## src/rtl/brk_pkg.sv

```systemverilog
// Shared types and constants for the bracket packet receiver.
// No dependencies; every other file of the block but brk_ram imports this package.
package brk_pkg;

    localparam int BYTE_W = 8;
    localparam int LEN_W  = 7;
    localparam int IDX_W  = 7;
    localparam int CMD_W  = 2;
    localparam int CFG_IDX_W = 1;

    localparam logic [BYTE_W-1:0] START_CHAR_RST = 8'd91;
    localparam logic [BYTE_W-1:0] END_CHAR_RST   = 8'd93;

    typedef enum logic [CMD_W-1:0] {
        CMD_BYTE  = 2'd0,
        CMD_FETCH = 2'd1,
        CMD_READ  = 2'd2,
        CMD_NOP   = 2'd3
    } t_cmd;

    typedef enum logic [CFG_IDX_W-1:0] {
        CFG_START_CHAR = 1'b0,
        CFG_END_CHAR   = 1'b1
    } t_cfg_idx;

    // Result fields known at transfer time; data comes later from the store
    typedef struct packed {
        logic             ready_res;
        logic             frame_done;
        logic [LEN_W-1:0] packet_length;
        logic             data_zero;
    } t_res_info;

endpackage

```

## src/rtl/brk_in_if.sv

```systemverilog
// Input channel: valid/ready handshake with command, received byte and read index.
// Depends on brk_pkg for field widths.
interface brk_in_if import brk_pkg::*; ();
    logic              valid;
    logic              ready;
    logic [CMD_W-1:0]  command;
    logic [BYTE_W-1:0] rx_byte;
    logic [IDX_W-1:0]  read_index;

    modport source (output valid, output command, output rx_byte, output read_index,
                    input ready);
    modport sink   (input valid, input command, input rx_byte, input read_index,
                    output ready);
endinterface

```

## src/rtl/brk_out_if.sv

```systemverilog
// Result channel: valid/ready handshake with flag, length and data fields.
// Depends on brk_pkg for field widths.
interface brk_out_if import brk_pkg::*; ();
    logic              valid;
    logic              ready;
    logic              ready_res;
    logic              frame_done;
    logic [LEN_W-1:0]  packet_length;
    logic [BYTE_W-1:0] data_byte;

    modport source (output valid, output ready_res, output frame_done,
                    output packet_length, output data_byte, input ready);
    modport sink   (input valid, input ready_res, input frame_done,
                    input packet_length, input data_byte, output ready);
endinterface

```

## src/rtl/brk_ram.sv

```systemverilog
// Generic simple dual-port RAM: one write port, one registered read port.
// No dependencies.
module brk_ram #(
    parameter int WIDTH = 8,
    parameter int DEPTH = 256
) (
    input  logic                     i_clk,
    input  logic                     i_we,
    input  logic [$clog2(DEPTH)-1:0] i_waddr,
    input  logic [WIDTH-1:0]         i_wdata,
    input  logic                     i_re,
    input  logic [$clog2(DEPTH)-1:0] i_raddr,
    output logic [WIDTH-1:0]         o_rdata
);

    logic [WIDTH-1:0] r_mem [DEPTH];
    logic [WIDTH-1:0] r_rdata;

    always_ff @(posedge i_clk) begin
        if (i_we) begin
            r_mem[i_waddr] <= i_wdata;
        end
        if (i_re) begin
            r_rdata <= r_mem[i_raddr];
        end
    end

    assign o_rdata = r_rdata;

endmodule

```

## src/rtl/brk_ctrl.sv

```systemverilog
// Framer control: configuration registers, frame state, bank select and
// store addressing. Depends on brk_pkg and brk_in_if.
module brk_ctrl import brk_pkg::*; #(
    parameter int BUF_DEPTH = 128
) (
    input  logic                           i_clk,
    input  logic                           i_rst_n,
    input  logic                           i_cfg_we,
    input  logic [CFG_IDX_W-1:0]           i_cfg_idx,
    input  logic [BYTE_W-1:0]              i_cfg_data,
    brk_in_if.sink                         rx_ch,
    input  logic                           i_hold,
    output logic                           o_push,
    output t_res_info                      o_info,
    output logic                           o_we,
    output logic [$clog2(2*BUF_DEPTH)-1:0] o_waddr,
    output logic [BYTE_W-1:0]              o_wdata,
    output logic                           o_re,
    output logic [$clog2(2*BUF_DEPTH)-1:0] o_raddr
);

    localparam int CW = $clog2(BUF_DEPTH);
    localparam int AW = $clog2(2*BUF_DEPTH);
    localparam int LW = (CW > IDX_W) ? CW : IDX_W;
    localparam logic [AW-1:0] BANK1_BASE = AW'(BUF_DEPTH);
    localparam logic [CW-1:0] FILL_MAX   = CW'(BUF_DEPTH - 1);

    logic [BYTE_W-1:0] r_start_char, r_end_char;
    logic              r_in_frame, n_in_frame;
    logic [CW-1:0]     r_fill, n_fill;
    logic              r_bank, n_bank;
    logic [CW-1:0]     r_pub_len, n_pub_len;
    logic              r_ready_flag, n_ready_flag;

    t_cmd              cmd;
    logic              accept;
    logic              done;
    logic              wr_byte;
    logic              rd_hit;
    logic [LW-1:0]     len_ext;
    logic [AW-1:0]     fill_addr, idx_addr;

    assign cmd    = t_cmd'(rx_ch.command);
    assign rx_ch.ready = !i_hold;
    assign accept = rx_ch.valid && !i_hold;

    always_ff @(posedge i_clk) begin
        if (!i_rst_n) begin
            r_start_char <= START_CHAR_RST;
            r_end_char   <= END_CHAR_RST;
        end else if (i_cfg_we) begin
            unique case (t_cfg_idx'(i_cfg_idx))
                CFG_START_CHAR: r_start_char <= i_cfg_data;
                CFG_END_CHAR:   r_end_char   <= i_cfg_data;
                default:        ;
            endcase
        end
    end

    always_comb begin
        n_in_frame   = r_in_frame;
        n_fill       = r_fill;
        n_bank       = r_bank;
        n_pub_len    = r_pub_len;
        n_ready_flag = r_ready_flag;
        done         = 1'b0;
        wr_byte      = 1'b0;
        unique case (cmd)
            CMD_BYTE: begin
                if (rx_ch.rx_byte == r_start_char) begin
                    // ignore a start byte while a packet waits for the host
                    if (!r_ready_flag) begin
                        n_in_frame = 1'b1;
                        n_fill     = '0;
                    end
                end else if (r_in_frame) begin
                    if (rx_ch.rx_byte == r_end_char) begin
                        n_bank       = !r_bank;
                        n_pub_len    = r_fill;
                        n_ready_flag = 1'b1;
                        n_in_frame   = 1'b0;
                        n_fill       = '0;
                        done         = 1'b1;
                    end else if (r_fill < FILL_MAX) begin
                        wr_byte = 1'b1;
                        n_fill  = r_fill + CW'(1);
                    end else begin
                        // overflow: drop the frame
                        n_in_frame = 1'b0;
                        n_fill     = '0;
                    end
                end
            end
            CMD_FETCH: n_ready_flag = 1'b0;
            CMD_READ:  ;
            CMD_NOP:   ;
            default:   ;
        endcase
    end

    always_ff @(posedge i_clk) begin
        if (!i_rst_n) begin
            r_in_frame   <= 1'b0;
            r_fill       <= '0;
            r_bank       <= 1'b0;
            r_pub_len    <= '0;
            r_ready_flag <= 1'b0;
        end else if (accept) begin
            r_in_frame   <= n_in_frame;
            r_fill       <= n_fill;
            r_bank       <= n_bank;
            r_pub_len    <= n_pub_len;
            r_ready_flag <= n_ready_flag;
        end
    end

    // Bytes go into the bank that the host is not reading
    assign fill_addr = AW'(r_fill);
    // A hit implies index below the length, so the index fits one bank
    assign idx_addr  = AW'(rx_ch.read_index);
    assign rd_hit    = (cmd == CMD_READ) && (LW'(rx_ch.read_index) < LW'(r_pub_len));
    assign len_ext   = LW'(n_pub_len);

    assign o_we    = accept && wr_byte;
    assign o_waddr = r_bank ? fill_addr : (fill_addr + BANK1_BASE);
    assign o_wdata = rx_ch.rx_byte;
    assign o_re    = accept && rd_hit;
    assign o_raddr = r_bank ? (idx_addr + BANK1_BASE) : idx_addr;

    assign o_push = accept;
    assign o_info.ready_res     = (cmd == CMD_BYTE) ? n_ready_flag : r_ready_flag;
    assign o_info.frame_done    = done;
    assign o_info.packet_length = len_ext[LEN_W-1:0];
    assign o_info.data_zero     = !rd_hit;

    a_fill_bound: assert property (@(posedge i_clk) disable iff (!i_rst_n)
        r_fill <= FILL_MAX)
        else $error("fill count beyond capacity");

    a_idle_fill: assert property (@(posedge i_clk) disable iff (!i_rst_n)
        !r_in_frame |-> (r_fill == '0))
        else $error("fill count held outside a frame");

    a_swap_sets_flag: assert property (@(posedge i_clk) disable iff (!i_rst_n)
        (accept && done) |=> (r_ready_flag && (r_bank != $past(r_bank))))
        else $error("frame end did not swap banks and raise the flag");

    a_no_write_when_read: assert property (@(posedge i_clk) disable iff (!i_rst_n)
        !(o_we && o_re))
        else $error("store written and read by one transfer");

endmodule

```

## src/rtl/brk_out.sv

```systemverilog
// Result path: stage that waits for store read data, then output register
// with a skid register. Depends on brk_pkg and brk_out_if.
module brk_out import brk_pkg::*; (
    input  logic              i_clk,
    input  logic              i_rst_n,
    input  logic              i_push,
    input  t_res_info         i_info,
    input  logic [BYTE_W-1:0] i_rdata,
    output logic              o_hold,
    brk_out_if.source         res_ch
);

    typedef struct packed {
        logic              ready_res;
        logic              frame_done;
        logic [LEN_W-1:0]  packet_length;
        logic [BYTE_W-1:0] data_byte;
    } t_result;

    logic      r_s1_valid, n_s1_valid;
    t_res_info r_s1_info;
    logic      r_out_valid, n_out_valid;
    logic      r_skid_valid, n_skid_valid;
    t_result   r_out, r_skid;
    t_result   s1_res;
    logic      advance;
    logic      out_take;

    assign s1_res = '{ready_res:     r_s1_info.ready_res,
                      frame_done:    r_s1_info.frame_done,
                      packet_length: r_s1_info.packet_length,
                      data_byte:     r_s1_info.data_zero ? '0 : i_rdata};

    assign advance  = r_s1_valid && !r_skid_valid;
    assign out_take = r_out_valid && res_ch.ready;
    assign o_hold   = r_skid_valid;

    always_comb begin
        n_s1_valid   = i_push ? 1'b1 : (advance ? 1'b0 : r_s1_valid);
        n_out_valid  = r_out_valid;
        n_skid_valid = r_skid_valid;
        if (!r_out_valid || out_take) begin
            n_out_valid  = r_skid_valid || advance;
            n_skid_valid = 1'b0;
        end else if (advance) begin
            n_skid_valid = 1'b1;
        end
    end

    always_ff @(posedge i_clk) begin
        if (!i_rst_n) begin
            r_s1_valid   <= 1'b0;
            r_out_valid  <= 1'b0;
            r_skid_valid <= 1'b0;
        end else begin
            r_s1_valid   <= n_s1_valid;
            r_out_valid  <= n_out_valid;
            r_skid_valid <= n_skid_valid;
        end
    end

    always_ff @(posedge i_clk) begin
        if (i_push) begin
            r_s1_info <= i_info;
        end
        if (!r_out_valid || out_take) begin
            // refill from the skid first, it holds the older result
            r_out <= r_skid_valid ? r_skid : s1_res;
        end else if (advance) begin
            r_skid <= s1_res;
        end
    end

    assign res_ch.valid         = r_out_valid;
    assign res_ch.ready_res     = r_out.ready_res;
    assign res_ch.frame_done    = r_out.frame_done;
    assign res_ch.packet_length = r_out.packet_length;
    assign res_ch.data_byte     = r_out.data_byte;

    a_skid_needs_out: assert property (@(posedge i_clk) disable iff (!i_rst_n)
        r_skid_valid |-> r_out_valid)
        else $error("skid register full with output register empty");

    a_no_push_when_full: assert property (@(posedge i_clk) disable iff (!i_rst_n)
        i_push |-> (!r_skid_valid && (!r_s1_valid || advance)))
        else $error("transfer taken with no room in the result path");

    a_done_has_flag: assert property (@(posedge i_clk) disable iff (!i_rst_n)
        (r_out_valid && r_out.frame_done) |-> r_out.ready_res)
        else $error("frame end reported without ready flag");

endmodule

```

## src/rtl/bracket_packet_receiver.sv

```systemverilog
// A result passes the store read stage, then the output register; the skid register
// holds it while the output register waits. Throughput: one item per cycle while the
// skid register is empty; the two-bank byte store takes one write or one read a cycle.
// Input ready depends only on the skid register, not on the result channel's ready.
// Reset (synchronous, active low) clears frame state, flags, lengths and the result path,
// and loads the start and end bytes; the byte store is not cleared and needs no clearing pass.
module bracket_packet_receiver import brk_pkg::*; #(
    parameter int BUF_DEPTH = 128
) (
    input  logic                 i_clk,
    input  logic                 i_rst_n,
    input  logic                 i_cfg_we,
    input  logic [CFG_IDX_W-1:0] i_cfg_idx,
    input  logic [BYTE_W-1:0]    i_cfg_data,
    brk_in_if.sink               i_rx_ch,
    brk_out_if.source            o_res_ch
);

    localparam int AW = $clog2(2*BUF_DEPTH);

    logic              hold;
    logic              push;
    t_res_info         info;
    logic              we, re;
    logic [AW-1:0]     waddr, raddr;
    logic [BYTE_W-1:0] wdata, rdata;

    brk_ctrl #(.BUF_DEPTH(BUF_DEPTH)) u_ctrl (
        .i_clk      (i_clk),
        .i_rst_n    (i_rst_n),
        .i_cfg_we   (i_cfg_we),
        .i_cfg_idx  (i_cfg_idx),
        .i_cfg_data (i_cfg_data),
        .rx_ch      (i_rx_ch),
        .i_hold     (hold),
        .o_push     (push),
        .o_info     (info),
        .o_we       (we),
        .o_waddr    (waddr),
        .o_wdata    (wdata),
        .o_re       (re),
        .o_raddr    (raddr)
    );

    brk_ram #(.WIDTH(BYTE_W), .DEPTH(2*BUF_DEPTH)) u_store (
        .i_clk   (i_clk),
        .i_we    (we),
        .i_waddr (waddr),
        .i_wdata (wdata),
        .i_re    (re),
        .i_raddr (raddr),
        .o_rdata (rdata)
    );

    brk_out u_out (
        .i_clk   (i_clk),
        .i_rst_n (i_rst_n),
        .i_push  (push),
        .i_info  (info),
        .i_rdata (rdata),
        .o_hold  (hold),
        .res_ch  (o_res_ch)
    );

endmodule

```

## src/flat_wrapper.sv

```systemverilog
// flat-port wrapper written by rule: the top's interface ports become plain ports
module bracket_packet_receiver_flat import brk_pkg::*;
#(
    parameter int BUF_DEPTH = 128
)
  (i_clk, i_rst_n, i_cfg_we, i_cfg_idx, i_cfg_data, i_rx_ch_valid, i_rx_ch_command, i_rx_ch_rx_byte, i_rx_ch_read_index, i_rx_ch_ready, o_res_ch_valid, o_res_ch_ready_res, o_res_ch_frame_done, o_res_ch_packet_length, o_res_ch_data_byte, o_res_ch_ready);
  brk_in_if i_rx_ch_i ();
  brk_out_if o_res_ch_i ();
  input  logic i_clk;
  input  logic i_rst_n;
  input  logic i_cfg_we;
  input  logic [CFG_IDX_W-1:0] i_cfg_idx;
  input  logic [BYTE_W-1:0] i_cfg_data;
  input wire logic [$bits(i_rx_ch_i.valid)-1:0] i_rx_ch_valid;
  input wire logic [$bits(i_rx_ch_i.command)-1:0] i_rx_ch_command;
  input wire logic [$bits(i_rx_ch_i.rx_byte)-1:0] i_rx_ch_rx_byte;
  input wire logic [$bits(i_rx_ch_i.read_index)-1:0] i_rx_ch_read_index;
  output wire logic [$bits(i_rx_ch_i.ready)-1:0] i_rx_ch_ready;
  output wire logic [$bits(o_res_ch_i.valid)-1:0] o_res_ch_valid;
  output wire logic [$bits(o_res_ch_i.ready_res)-1:0] o_res_ch_ready_res;
  output wire logic [$bits(o_res_ch_i.frame_done)-1:0] o_res_ch_frame_done;
  output wire logic [$bits(o_res_ch_i.packet_length)-1:0] o_res_ch_packet_length;
  output wire logic [$bits(o_res_ch_i.data_byte)-1:0] o_res_ch_data_byte;
  input wire logic [$bits(o_res_ch_i.ready)-1:0] o_res_ch_ready;
  assign i_rx_ch_i.valid = i_rx_ch_valid;
  assign i_rx_ch_i.command = i_rx_ch_command;
  assign i_rx_ch_i.rx_byte = i_rx_ch_rx_byte;
  assign i_rx_ch_i.read_index = i_rx_ch_read_index;
  assign i_rx_ch_ready = i_rx_ch_i.ready;
  assign o_res_ch_valid = o_res_ch_i.valid;
  assign o_res_ch_ready_res = o_res_ch_i.ready_res;
  assign o_res_ch_frame_done = o_res_ch_i.frame_done;
  assign o_res_ch_packet_length = o_res_ch_i.packet_length;
  assign o_res_ch_data_byte = o_res_ch_i.data_byte;
  assign o_res_ch_i.ready = o_res_ch_ready;
  bracket_packet_receiver #(.BUF_DEPTH(BUF_DEPTH)) u_core (.i_clk(i_clk), .i_rst_n(i_rst_n), .i_cfg_we(i_cfg_we), .i_cfg_idx(i_cfg_idx), .i_cfg_data(i_cfg_data), .i_rx_ch(i_rx_ch_i), .o_res_ch(o_res_ch_i));
endmodule
```

## config.mk

```make
export PLATFORM = sky130hd
export DESIGN_NAME = bracket_packet_receiver_flat
export DESIGN_NICKNAME = d
export VERILOG_FILES = /design/src/rtl/brk_pkg.sv /design/src/rtl/brk_in_if.sv /design/src/rtl/brk_out_if.sv /design/src/rtl/brk_ram.sv /design/src/rtl/brk_ctrl.sv /design/src/rtl/brk_out.sv /design/src/rtl/bracket_packet_receiver.sv /design/src/flat_wrapper.sv
export SDC_FILE = /design/constraint.sdc
export NUM_CORES = 2
export LEC_CHECK = 0
export BUFFER_PORTS_ARGS = -buffer_cell sky130_fd_sc_hd__buf_4
export CAP_MARGIN = 20
export CORE_AREA = 2 2 379 381
export CTS_BUF_LIST = sky130_fd_sc_hd__clkbuf_4
export DETAILED_ROUTE_END_ITERATION = 10
export DIE_AREA = 0 0 381 383
export GPL_TIMING_DRIVEN = 1
export PLACE_DENSITY = 0.77
export SYNTH_ARGS = -nofsm -noshare
export SYNTH_HDL_FRONTEND = slang
export SYNTH_HIERARCHICAL = 1
export SYNTH_SLANG_ARGS = --single-unit
```

## constraint.sdc

```tcl
create_clock -name i_clk -period 2.9 [get_ports i_clk]
set_input_delay 0.145 -clock i_clk [delete_from_list [all_inputs] [get_ports i_clk]]
set_output_delay 0.145 -clock i_clk [all_outputs]
set_load 0.005 [all_outputs]
```

==> flow_summary_export.csv <==
group,metric,value,unit
sta,slew_viol_final,0,
finish,stdcell_area,96670,sq um
placed_design,port_buffers,49,
sta,clock_skew,119.8,ps
route,routed_via_density,6.378,
sta,rsz0062_at_grt,"false",
worst_setup_path,crit_arrival,3910,ps
worst_setup_path,r2r_start,"u_core/u_ctrl/r_bank",
worst_setup_path,reg2reg_to,"u_core/u_store/o_rdata[2]",
logic_synthesis,ys_top_cells_by_area,"edfxtp_1 76%, mux4_2 12%, mux2i_1 1.6%",
worst_setup_path,cp-start-kind,"flop",
sta,fin_crit_sh,99.30,%
finish,fillerInstances,8777,
logic_synthesis,yosysTopAreaCell,"edfxtp_1",
logic_synthesis,yosysSeqAreaShare,76.53,%
sta,hold_ws,34.75,ps
job,max_cap_viol_count,0,
route,drt_first_pass_iters,6,
placed_design,pre_cts_slack,-814.7,ps
finish,drive_gt1_share,35.89,%
worst_setup_path,ff2ff_setup_slack,20,ps
logic_synthesis,synth_top_cell_area_share,75.66,%
outcome,status,"finished clean",
power,power.total,61.76,mW
clocking,cts_tree,"yes",
logic_synthesis,synthCells,4062,
sta,hold_viol,0,
finish,fin_util,67.95,%
worst_setup_path,worstPathMaxFanout,9,
route,wl_per_cell,28.67,microns
worst_setup_path,crit_type,"reg -> reg",
power,ir_drop,0.4367,mV
logic_synthesis,syn_nets,4100,
hold_path,hold_depth,3,
sta,finalSetupViolCount,0,
finish,area_growth,15.99,%
logic_synthesis,synthArstFlopShare,0,%
die,io-pin-count,50,
global_route,grt_max_degree,248,
placed_design,place_area,89170,sq um
logic_synthesis,synth-seq-cells,2136,
route,antenna_left,0,
finish,nets,5048,
finish,seq_area,63780,sq um
worst_setup_path,crit_top_cell,"buf_4",
clocking,cts_sinks,2136,
logic_synthesis,syn_area,83340,sq um
logic_synthesis,synth_edf_count,2100,
logic_synthesis,yosys_warnings,6,
clocking,clk_latency,1380,ps
worst_setup_path,critPathSlowestCell,"dfxtp_2",
sta,max_clock_freq,347.3,MHz
clocking,cts-root-buf,"clkbuf_4",
clocking,path_clk_slew,70,ps
worst_setup_path,worstRegToRegCells,9,
die,initial_core_util,58.58,%
global_route,antenna_found_initial,9,
sta,finalCriticalPeriod,2880,ps
sta,tightestPinTransition,1205,ps
worst_setup_path,crit_chain,"buf_4 > nor2b_1 > buf_4 > o221ai_1 > a21oi_1 > a21oi_1 > nor3_1 > buf_4 > nor4_2",
logic_synthesis,ys.flop_type,"edfxtp_1",
die,rows,139,
finish,multi_input_area,17960,sq um
logic_synthesis,syn-mean-instance-area,20.52,sq um
worst_setup_path,end_kind,"flop",
hold_path,hold_class,"in -> reg",
hold_path,min_from,"i_rx_ch_rx_byte[6]",
route,drc,0,
global_route,grt-ovfl-total,0,
worst_setup_path,cp.required,3930,ps
route,drtIter0Drc,6025,
global_route,grt_usage,28.52,%
clocking,h-tree-depth,6,
worst_setup_path,cpPeakStageDelay,580,ps
clocking,numCtsBuffers,541,
global_route,grt_pass1_vias,46690,
hold_path,hold_end,"u_core/u_store/r_mem[133][6]",
placed_design,hpwl,126500,microns
power,total_leakage_power,31.98,nW
route,wl,208600,microns
sta,slew_headroom,19.69,%
finish,stdcell_count,7274,
placed_design,place_congestion,0.8839,
die,fp.dieW,381,microns
route,vias,46390,
placed_design,dp_cells,6291,
logic_synthesis,synth.distinct_cells,73,
die,core_area,142300,sq um
sta,setup_tns,0,ps
die,die_height,383,microns
die,dieArea,145900,sq um
clocking,cts_buffer_depth,4,
power,cellPowerDensity,638.9,nW/um^2
sta,setup_ws,20.26,ps
global_route,grt_pass1_wl,302000,microns
==> how the worst max path moves through the flow <==
stage | startpoint | endpoint | slack, ps | cells after the start
2_1_floorplan | u_core/u_out/o_hold | u_core/u_store/r_mem[234][0] | 150 | 9
3_3_place_gp | i_rx_ch_read_index[0] | u_core/u_store/o_rdata[2] | -810 | 11
3_5_place_dp | i_rx_ch_read_index[0] | u_core/u_store/o_rdata[2] | -810 | 10
4_1_cts | u_core/u_out/o_hold | u_core/u_store/r_mem[119][3] | 30 | 8
5_1_grt | u_core/u_out/o_hold | u_core/u_store/r_mem[112][0] | 4 | 8
6_report | u_core/u_ctrl/r_bank | u_core/u_store/o_rdata[2] | 20 | 9
==> cell families after synthesis <==
group,count (synthesis),synth area share [%]
AOI/OAI and AO/OA,432,3.648
and+or+nand+nor,587,3.297
xor gates and xnor gates,17,0.1787
adders and majority gates,7,0.1051
DFF,2136,76.53
buffers and inverters,273,2.034
muxes,610,14.21
==> where the power goes <==
group	total [mW]	switching, mW	internal, mW
Clock	24.8	11.6	13.2
Sequential	33.9	0.0241	33.9
Combinational	3.04	1.83	1.21
Total	61.8	13.5	48.3
==> synthesized netlist by cell type, drive strengths merged (14+ instances only) <==
| cell type | instances |
|---|---|
| a211oi | 16 |
| a21oi | 105 |
| a221oi | 14 |
| a22oi | 134 |
| buf | 145 |
| clkbuf | 117 |
| dfxtp | 36 |
| edfxtp | 2100 |
| mux2 | 19 |
| mux2i | 135 |
| mux4 | 456 |
| nand2 | 86 |
| nand2b | 14 |
| nand3 | 55 |
| nor2 | 290 |
| nor2b | 41 |
| nor3 | 23 |
| nor4 | 30 |
| o21ai | 30 |
| o221ai | 47 |
| o22ai | 30 |
==> cell usage in the layout (no fill, tap or decap), drive strengths merged, types with 72 or more instances in the layout <==
| master | instances |
|---|---|
| clkbuf | 766 |
| mux2i | 135 |
| a21oi | 105 |
| nand2 | 86 |
| dlygate4sd3 | 72 |
| clkinv | 97 |
| a22oi | 134 |
| buf | 586 |
| nor2 | 290 |
| mux4 | 456 |
| edfxtp | 2100 |
==> flip-flops by register name, indices dropped and copies added, names as in the netlist, 7 cells and up <==
register                           cells
u_core/u_out/r_s1_info                10
u_core/u_ctrl/r_start_char             8
u_core/u_ctrl/r_end_char               8
u_core/u_store/r_mem                2048
u_core/u_out/res_ch.data_byte          8
u_core/u_ctrl/r_fill                   7
u_core/u_out/res_ch.packet_length      7
u_core/u_out/r_skid                   17
u_core/u_ctrl/r_pub_len                7
u_core/u_store/o_rdata                 8
==> worst max-delay path, delay by kind of cell (launching register included) <==
family          cells  cell delay (ps)
simple gates        3              730
buf+inv             3              670
compound gates      3              600
flops               1              580
==> metal layers <==
layer	vias to the layer above	track usage, %	part of all wire (%)
li1	19060	-	-
met1	23630	37.63	36
met2	3184	45.08	49
met3	518	7.804	11
met4	2	12.58	4.3
met5	-	0	0.013
==> timing repair <==
item,CTS,global route
pin swaps,0,1
gates cloned,0,0
endpoints found under the setup margin,10,107
hold buffers,77,0
buffers inserted,0,1
endpoints found under the hold margin,1341,0
gates resized for setup,3,23
==> final cells by class <==
| type | instances | share of cell area, % |
|---|---|---|
| inverter | 11 | 0.04271 |
| antenna | 13 | 0.03365 |
| multi-input combinational | 1653 | 18.58 |
| tap | 1903 | 2.463 |
| sequential | 2136 | 65.98 |
| timing repair buffer | 667 | 6.114 |
| clock buffer | 760 | 5.902 |
| clock inverter | 131 | 0.8866 |
(Power assumes the default switching activity.)
